## src/ssrp_pkg.sv

```systemverilog
// ----------------------------------------------------------------------------
// ssrp_pkg
// Shared types, codes and constants of the shortest-seek request picker.
// ----------------------------------------------------------------------------
`default_nettype none

package ssrp_pkg;

	localparam int DEPTH_DEFAULT = 16;
	localparam int SECTOR_W      = 16;
	localparam int LIMIT_W       = 5;
	localparam int COUNT_W       = 5;

	localparam logic [LIMIT_W-1:0] LIMIT_RESET = 5'd16;

	localparam logic OP_ENQ = 1'b0;
	localparam logic OP_DEQ = 1'b1;

	typedef enum logic [1:0] {
		ST_ENQUEUED = 2'd0,
		ST_DEQUEUED = 2'd1,
		ST_FULL     = 2'd2,
		ST_EMPTY    = 2'd3
	} status_t;

	typedef enum logic [1:0] {
		S_IDLE,
		S_SCAN,
		S_SHIFT,
		S_FINISH
	} state_t;

	function automatic logic [SECTOR_W-1:0] seek_dist(
		input logic [SECTOR_W-1:0] a,
		input logic [SECTOR_W-1:0] b
	);
		seek_dist = (a >= b) ? (a - b) : (b - a);
	endfunction

endpackage

`default_nettype wire

```

## src/ssrp_store.sv

```systemverilog
// ----------------------------------------------------------------------------
// ssrp_store
// Sector store: one write port, one read port, registered read data.
// ----------------------------------------------------------------------------
`default_nettype none

module ssrp_store #(
	parameter int DEPTH = ssrp_pkg::DEPTH_DEFAULT,
	localparam int AW   = $clog2(DEPTH)
) (
	input  wire logic                          clk,
	input  wire logic                          we,
	input  wire logic [AW-1:0]                 waddr,
	input  wire logic [ssrp_pkg::SECTOR_W-1:0] wdata,
	input  wire logic [AW-1:0]                 raddr,
	output logic      [ssrp_pkg::SECTOR_W-1:0] rdata
);

	logic [ssrp_pkg::SECTOR_W-1:0] mem_q [DEPTH];

	always_ff @(posedge clk) begin
		if (we) begin
			mem_q[waddr] <= wdata;
		end
	end

	always_ff @(posedge clk) begin
		rdata <= mem_q[raddr];
	end

endmodule

`default_nettype wire

```

## src/shortest_seek_request_picker_unit.sv

```systemverilog
// ----------------------------------------------------------------------------
// shortest_seek_request_picker_unit
// Pending-request store with nearest-sector dequeue, arrival-order tie break.
// ----------------------------------------------------------------------------
// One item is in work at a time. Enqueue, full and empty items go straight
// to the finish step. A dequeue reads the store one entry per cycle to find
// the nearest sector, then moves the entries behind the chosen one down one
// place, one per cycle, through the single read and write port of the
// sector memory. A finished result waits in the output register while the
// next item is taken in.
// ----------------------------------------------------------------------------
`default_nettype none

module shortest_seek_request_picker_unit #(
	parameter int DEPTH = ssrp_pkg::DEPTH_DEFAULT
) (
	input  wire logic                          clk,
	input  wire logic                          arst_n,
	input  wire logic                          cfg_wr_en,
	input  wire logic [ssrp_pkg::LIMIT_W-1:0]  cfg_wr_data,
	input  wire logic                          in_valid,
	output logic                               in_ready,
	input  wire logic                          opcode,
	input  wire logic [ssrp_pkg::SECTOR_W-1:0] request_sector,
	input  wire logic [ssrp_pkg::SECTOR_W-1:0] arm_position,
	output logic                               out_valid,
	input  wire logic                          out_ready,
	output logic      [ssrp_pkg::SECTOR_W-1:0] chosen_sector,
	output logic      [1:0]                    status,
	output logic      [ssrp_pkg::COUNT_W-1:0]  pending_count
);

	localparam int AW  = $clog2(DEPTH);
	localparam int CW  = $clog2(DEPTH + 1);
	localparam int PCW = ssrp_pkg::COUNT_W;
	localparam int SW  = ssrp_pkg::SECTOR_W;

	ssrp_pkg::state_t  state_q, state_d;
	ssrp_pkg::status_t res_status_q, out_status_q;

	logic [CW-1:0]                  count_q;
	logic [ssrp_pkg::LIMIT_W-1:0]   limit_q;
	logic                           out_valid_q;
	logic [SW-1:0]                  arm_q;
	logic [AW-1:0]                  cidx_q, widx_q, best_idx_q;
	logic [SW-1:0]                  best_dist_q;
	logic [SW-1:0]                  res_sector_q, out_sector_q;
	logic [PCW-1:0]                 out_count_q;

	logic          mem_we;
	logic [AW-1:0] mem_waddr, mem_raddr;
	logic [SW-1:0] mem_wdata, mem_rdata;

	logic          in_xfer, full, empty, out_free;
	logic [AW-1:0] last_idx, new_best_idx;
	logic [SW-1:0] cur_dist;
	logic          take, scan_last, shift_last;

	assign in_xfer    = in_valid && in_ready;
	assign full       = (32'(count_q) >= 32'(limit_q)) || (32'(count_q) >= DEPTH);
	assign empty      = (count_q == '0);
	assign out_free   = !out_valid_q || out_ready;
	assign last_idx   = AW'(count_q - CW'(1));
	assign cur_dist   = ssrp_pkg::seek_dist(mem_rdata, arm_q);
	assign take       = (cidx_q == '0) || (cur_dist < best_dist_q);
	assign new_best_idx = take ? cidx_q : best_idx_q;
	assign scan_last  = (cidx_q == last_idx);
	assign shift_last = (widx_q == last_idx);

	ssrp_store #(
		.DEPTH(DEPTH)
	) u_store (
		.clk   (clk),
		.we    (mem_we),
		.waddr (mem_waddr),
		.wdata (mem_wdata),
		.raddr (mem_raddr),
		.rdata (mem_rdata)
	);

	always_comb begin
		state_d = state_q;
		case (state_q)
			ssrp_pkg::S_IDLE: begin
				if (in_xfer) begin
					if (opcode == ssrp_pkg::OP_DEQ && !empty) begin
						state_d = ssrp_pkg::S_SCAN;
					end else begin
						state_d = ssrp_pkg::S_FINISH;
					end
				end
			end
			ssrp_pkg::S_SCAN: begin
				if (scan_last) begin
					state_d = ssrp_pkg::S_SHIFT;
				end
			end
			ssrp_pkg::S_SHIFT: begin
				if (shift_last) begin
					state_d = ssrp_pkg::S_FINISH;
				end
			end
			ssrp_pkg::S_FINISH: begin
				if (out_free) begin
					state_d = ssrp_pkg::S_IDLE;
				end
			end
			default: state_d = ssrp_pkg::S_IDLE;
		endcase
	end

	always_comb begin
		in_ready  = 1'b0;
		mem_we    = 1'b0;
		mem_waddr = widx_q;
		mem_wdata = mem_rdata;
		mem_raddr = '0;
		case (state_q)
			ssrp_pkg::S_IDLE: begin
				in_ready  = 1'b1;
				mem_we    = in_xfer && opcode == ssrp_pkg::OP_ENQ && !full;
				mem_waddr = count_q[AW-1:0];
				mem_wdata = request_sector;
			end
			ssrp_pkg::S_SCAN: begin
				mem_raddr = scan_last ? AW'(new_best_idx + AW'(1)) : AW'(cidx_q + AW'(1));
			end
			ssrp_pkg::S_SHIFT: begin
				mem_we    = !shift_last;
				mem_raddr = AW'(widx_q + AW'(2));
			end
			default: begin
				mem_raddr = '0;
			end
		endcase
	end

	always_ff @(posedge clk or negedge arst_n) begin
		if (!arst_n) begin
			state_q     <= ssrp_pkg::S_IDLE;
			count_q     <= '0;
			limit_q     <= ssrp_pkg::LIMIT_RESET;
			out_valid_q <= 1'b0;
		end else begin
			state_q <= state_d;
			if (cfg_wr_en) begin
				limit_q <= cfg_wr_data;
			end
			if (state_q == ssrp_pkg::S_IDLE && in_xfer
					&& opcode == ssrp_pkg::OP_ENQ && !full) begin
				count_q <= count_q + CW'(1);
			end else if (state_q == ssrp_pkg::S_SHIFT && shift_last) begin
				count_q <= count_q - CW'(1);
			end
			if (state_q == ssrp_pkg::S_FINISH && out_free) begin
				out_valid_q <= 1'b1;
			end else if (out_ready) begin
				out_valid_q <= 1'b0;
			end
		end
	end

	always_ff @(posedge clk) begin
		case (state_q)
			ssrp_pkg::S_IDLE: begin
				if (in_xfer) begin
					arm_q        <= arm_position;
					cidx_q       <= '0;
					res_sector_q <= '0;
					if (opcode == ssrp_pkg::OP_ENQ) begin
						res_status_q <= full ? ssrp_pkg::ST_FULL : ssrp_pkg::ST_ENQUEUED;
					end else begin
						res_status_q <= empty ? ssrp_pkg::ST_EMPTY : ssrp_pkg::ST_DEQUEUED;
					end
				end
			end
			ssrp_pkg::S_SCAN: begin
				if (take) begin
					best_idx_q   <= cidx_q;
					best_dist_q  <= cur_dist;
					res_sector_q <= mem_rdata;
				end
				cidx_q <= AW'(cidx_q + AW'(1));
				widx_q <= new_best_idx;
			end
			ssrp_pkg::S_SHIFT: begin
				widx_q <= AW'(widx_q + AW'(1));
			end
			ssrp_pkg::S_FINISH: begin
				if (out_free) begin
					out_sector_q <= res_sector_q;
					out_status_q <= res_status_q;
					out_count_q  <= PCW'(count_q);
				end
			end
			default: begin
				cidx_q <= '0;
			end
		endcase
	end

	assign out_valid     = out_valid_q;
	assign chosen_sector = out_sector_q;
	assign status        = out_status_q;
	assign pending_count = out_count_q;

	a_accept_leaves_idle: assert property (@(posedge clk) disable iff (!arst_n)
		in_xfer |=> state_q != ssrp_pkg::S_IDLE)
		else $error("state stayed idle after an input transfer");

	a_result_from_finish: assert property (@(posedge clk) disable iff (!arst_n)
		$rose(out_valid_q) |-> $past(state_q) == ssrp_pkg::S_FINISH)
		else $error("result raised outside the finish step");

	a_count_step: assert property (@(posedge clk) disable iff (!arst_n)
		count_q != $past(count_q) |->
			(count_q == $past(count_q) + CW'(1) || count_q == $past(count_q) - CW'(1)))
		else $error("entry count moved by more than one");

	a_scan_in_range: assert property (@(posedge clk) disable iff (!arst_n)
		state_q == ssrp_pkg::S_SCAN |-> 32'(cidx_q) < 32'(count_q))
		else $error("scan index beyond stored entries");

	a_count_bound: assert property (@(posedge clk) disable iff (!arst_n)
		state_q == ssrp_pkg::S_SHIFT |-> 32'(widx_q) < 32'(count_q))
		else $error("shift index beyond stored entries");

endmodule

`default_nettype wire
```

## config.mk

```make
export PLATFORM = sky130hd
export DESIGN_NAME = shortest_seek_request_picker_unit
export DESIGN_NICKNAME = d
export VERILOG_FILES = /design/src/ssrp_pkg.sv /design/src/ssrp_store.sv /design/src/shortest_seek_request_picker_unit.sv
export SDC_FILE = /design/constraint.sdc
export NUM_CORES = 1
export LEC_CHECK = 0
export ABC_AREA = 1
export BUFFER_PORTS_ARGS = -buffer_cell sky130_fd_sc_hd__buf_2
export CORE_ASPECT_RATIO = 0.7
export CORE_MARGIN = 3
export CORE_UTILIZATION = 45
export CTS_BUF_LIST = sky130_fd_sc_hd__clkbuf_8
export DETAILED_ROUTE_END_ITERATION = 8
export HOLD_SLACK_MARGIN = 0.1
export PLACE_DENSITY = 0.7
export SLEW_MARGIN = 30
export SYNTH_ARGS = -nofsm -noshare
export SYNTH_HDL_FRONTEND = slang
export SYNTH_SLANG_ARGS = --single-unit
```

## constraint.sdc

```tcl
create_clock -name clk -period 5.2 [get_ports clk]
set_input_delay 1.04 -clock clk [delete_from_list [all_inputs] [get_ports clk]]
set_output_delay 1.04 -clock clk [all_outputs]
set_load 0.02 [all_outputs]
```

==> results.yml <==
layout:
  layout-drive-gt1-share: 0.1755
  nFillCells: 3386
  count_of_inserted_antenna_diode_cells: 0
  area_growth_syn_to_layout_pct: 17.53
  layout.nets: 2063
clocking:
  htree_num_levels: 2
  total_cts_buffers: 54
  worstSkewPairLatency_ns: 0.61
  cts_sinks: 370
  worst_setup_hold_path_clk_slew_ns: 0.07
  clk_path_buf_depth: 3
  tritoncts: "done"
  cts-root-buf: "clkbuf_8"
  hold_buffers: 0
logic_synthesis:
  synth.top_cells.by_area: "edfxtp_1 (57%), nand3_1 (9.7%), inv_1 (7.2%), nand2_1 (5.8%), ha_1 (4.4%)"
  netlist-cell-type-count: 46
  ys.flop_type: "edfxtp_1"
  synth-seq-area-share: 0.6008
  async_flop_share: 0.03514
  synth_largest_area_cell: "edfxtp_1"
  syn_avg_cell_area_um2: 10.12
  post_synth_inst_count: 1791
  synth-edff-count: 341
  synth.ff_latch_count: 370
  synth_commonest_cells: "nand3_1 (351), inv_1 (349), edfxtp_1 (341), nand2_1 (281), ha_1 (63)"
  syn_nets: 1899
  post_synth_top_area_share: 0.5651
  synth.cell_area_um2: 18120
  ys_warn_count: 0
  post-synth-top-count-cell: "nand3_1"
floorplanning:
  initial_core_utilization: 0.4642
  die_height_um: 173.9
  top_level_ports: 68
  core.rowCount: 60
  placeableCoreArea_um2: 39040
  design.die.area_um2: 42750
  die_width_um: 245.8
drt:
  detailedRoute.firstPassIterationCount: 7
  vias: 13520
  avgRoutedWirePerCell_um: 20.01
  ant_nets: 0
  initial_drc_count: 1709
  route.detailed.drc: 0
  routed_wl_mm: 50.56
  viasPerCell: 5.349
global_route:
  wire_length_of_the_first_global_routing_pass_mm: 74.95
  maximum_number_of_pins_on_one_net_before_global_route_repair: 85
  track_usage: 0.2292
  gr-total-overflow: 0
  first_global_vias: 12870
  antenna_found_initial: 0
worst_setup_path:
  cell_repeated_most_along_the_worst_path: "nand2_4"
  max_stage_delay_ns: 0.41
  timing.critical_path.buf_inv: 10
  slowest_stage: "edfxtp_1"
  worstPathRequired_ns: 5.71
  critical_path_endpoint_category: "flop"
  path_delay_family: "simple AND/OR/NAND/NOR gates"
  worst_setup_path_category: "flop to flop"
  start_kind: "flop"
  r2r_slack_ns: 0.09
  critical_path_arrival_ns: 5.62
  critPathMaxFanout: 14
place:
  routabilityCongestion: 0.9559
  setup_slack_after_placement_ns: -0.3771
  io_buffers: 67
  place_hpwl_mm: 31.82
timing:
  max_slew.worst_pin.slew_ns: 0.7402
  finalClockSkew_ns: 0.02111
  final.period_utilization: 0.9825
  drv_slew: 0
  setup_slack_ns: 0.09091
  fmax_mhz: 195.7
  max_slew_headroom: 0.5013
  timing_hold_violations_final: 0
  post-route-min-period_ns: 5.109
  timing.final.setup_violations: 0
job:
  max-cap-violations: 0
min_path:
  worst_hold_path_type: "input pin to asynchronous set/reset pin"
run_status:
  status: "complete, no violations"
-- layout by cell type, fill, tap and decap left out, types with 4 or more instances in the layout --
cell type,netlist,routed
inv_1,349,360
nand3_1,351,347
edfxtp_1,341,341
nand2_1,281,271
buf_4,15,92
buf_2,16,68
clkbuf_8,0,63
o21ai_0,59,56
ha_1,63,52
nand3b_1,48,48
a21oi_1,55,47
nor2_1,38,26
xor2_1,18,18
buf_12,0,16
dfxtp_1,16,13
clkinv_2,1,12
dfrtp_1,12,12
nor2_2,0,11
a21oi_2,1,9
nand2_2,6,8
nand2_4,0,8
ha_4,0,8
inv_2,3,7
nand4_1,7,7
xnor2_1,8,7
o21a_1,7,7
clkinv_1,0,7
a21o_1,4,4
nand3_2,0,4
o2111ai_1,4,4
nor3_1,10,4
nor3_2,0,4
clkbuf_16,0,4
buf_6,11,4
-- cell families (layout without fill, tap and decap cells) --
kind of cell | after synthesis | count (layout) | share of synthesized area
mux | 4 | 4 | 0.002279
compound gates | 145 | 145 | 0.04426
simple gates | 748 | 748 | 0.1938
xor+xnor | 28 | 28 | 0.01498
fa+ha+maj | 65 | 65 | 0.04571
flops | 370 | 370 | 0.6008
buf+inv | 431 | 640 | 0.09812
-- registers in the layout, summed over array words and instances (netlist names) --
register / flops
count_q: 5
arm_q: 16
limit_q: 5
widx_q: 4
u_store.mem_q: 256
best_dist_q: 16
pending_count: 5
state_q: 2
status: 2
res_status_q: 2
cidx_q: 4
out_valid: 1
chosen_sector: 16
res_sector_q: 16
best_idx_q: 4
u_store.rdata: 16
-- worst reg2reg max path, delay by kind of cell (launching register included) --
kind,cells,cell delay (ns)
AO/OA/AOI/OAI,2,0.24
AND/OR/NAND/NOR,18,1.86
buffers and inverters,10,1.20
multiplexers,1,0.21
flip-flops,1,0.41
XOR/XNOR,1,0.30
adder cells (fa/ha/maj),3,0.81
-- metrics by stage --
| stage | utilization | cells | TNS (ns) | instance area, um^2 | hold WS [ns] |
|---|---|---|---|---|---|
| floorplan | - | 1791 | 0 | 18120 | 0.4003 |
| global placement | 0.5046 | 2411 | -3.797 | 19700 | 0.4039 |
| detailed placement | 0.5046 | 2411 | -5.350 | 19700 | 0.4045 |
| CTS | 0.5339 | 2513 | 0 | 20840 | 0.2745 |
| global route | 0.5455 | 2527 | -1.248 | 21300 | 0.2982 |
| finish | 0.5455 | 2527 | 0 | 21300 | 0.3012 |
-- final timing paths --
kind                                endpoint  cells after the start            start
max                        u_store.rdata[12]                     35         arm_q[9]
min                               limit_q[2]                      1           arst_n
max reg2reg                u_store.rdata[12]                     35         arm_q[9]
min reg2reg                 chosen_sector[5]                      0  res_sector_q[5]
max in group asynchronous         limit_q[4]                      1           arst_n
min in group clk            chosen_sector[5]                      0  res_sector_q[5]
-- layer usage --
metal,wire length [um],vias to the layer above,share of wire,global-route usage
met3,5325,97,0.11,0.05860
met5,0,-,0,0
met4,1439,0,0.028,0.06883
met1,22610,6480,0.45,0.3451
met2,21190,603,0.42,0.3250
li1,-,6336,-,-
-- repair_timing --
action,4_1_cts,5_1_grt
pin swaps,1,16
resized for setup,11,68
buffers inserted,0,9
cloned,1,5
endpoints found under the setup margin,16,16
-- area by class of cell --
type | instances | area (um^2) | area share
sequential | 370 | 10890 | 0.5114
multi-input combinational | 990 | 5804 | 0.2725
timing repair buffer | 186 | 1539 | 0.07226
inverter | 353 | 1339 | 0.06286
clock buffer | 63 | 867.1 | 0.04071
tap | 527 | 659.4 | 0.03096
clock inverter | 38 | 197.7 | 0.009283
Power is left out: the tool's default activity adds up to more than one toggle a clock period on the data nets, which glitch-free logic cannot reach.
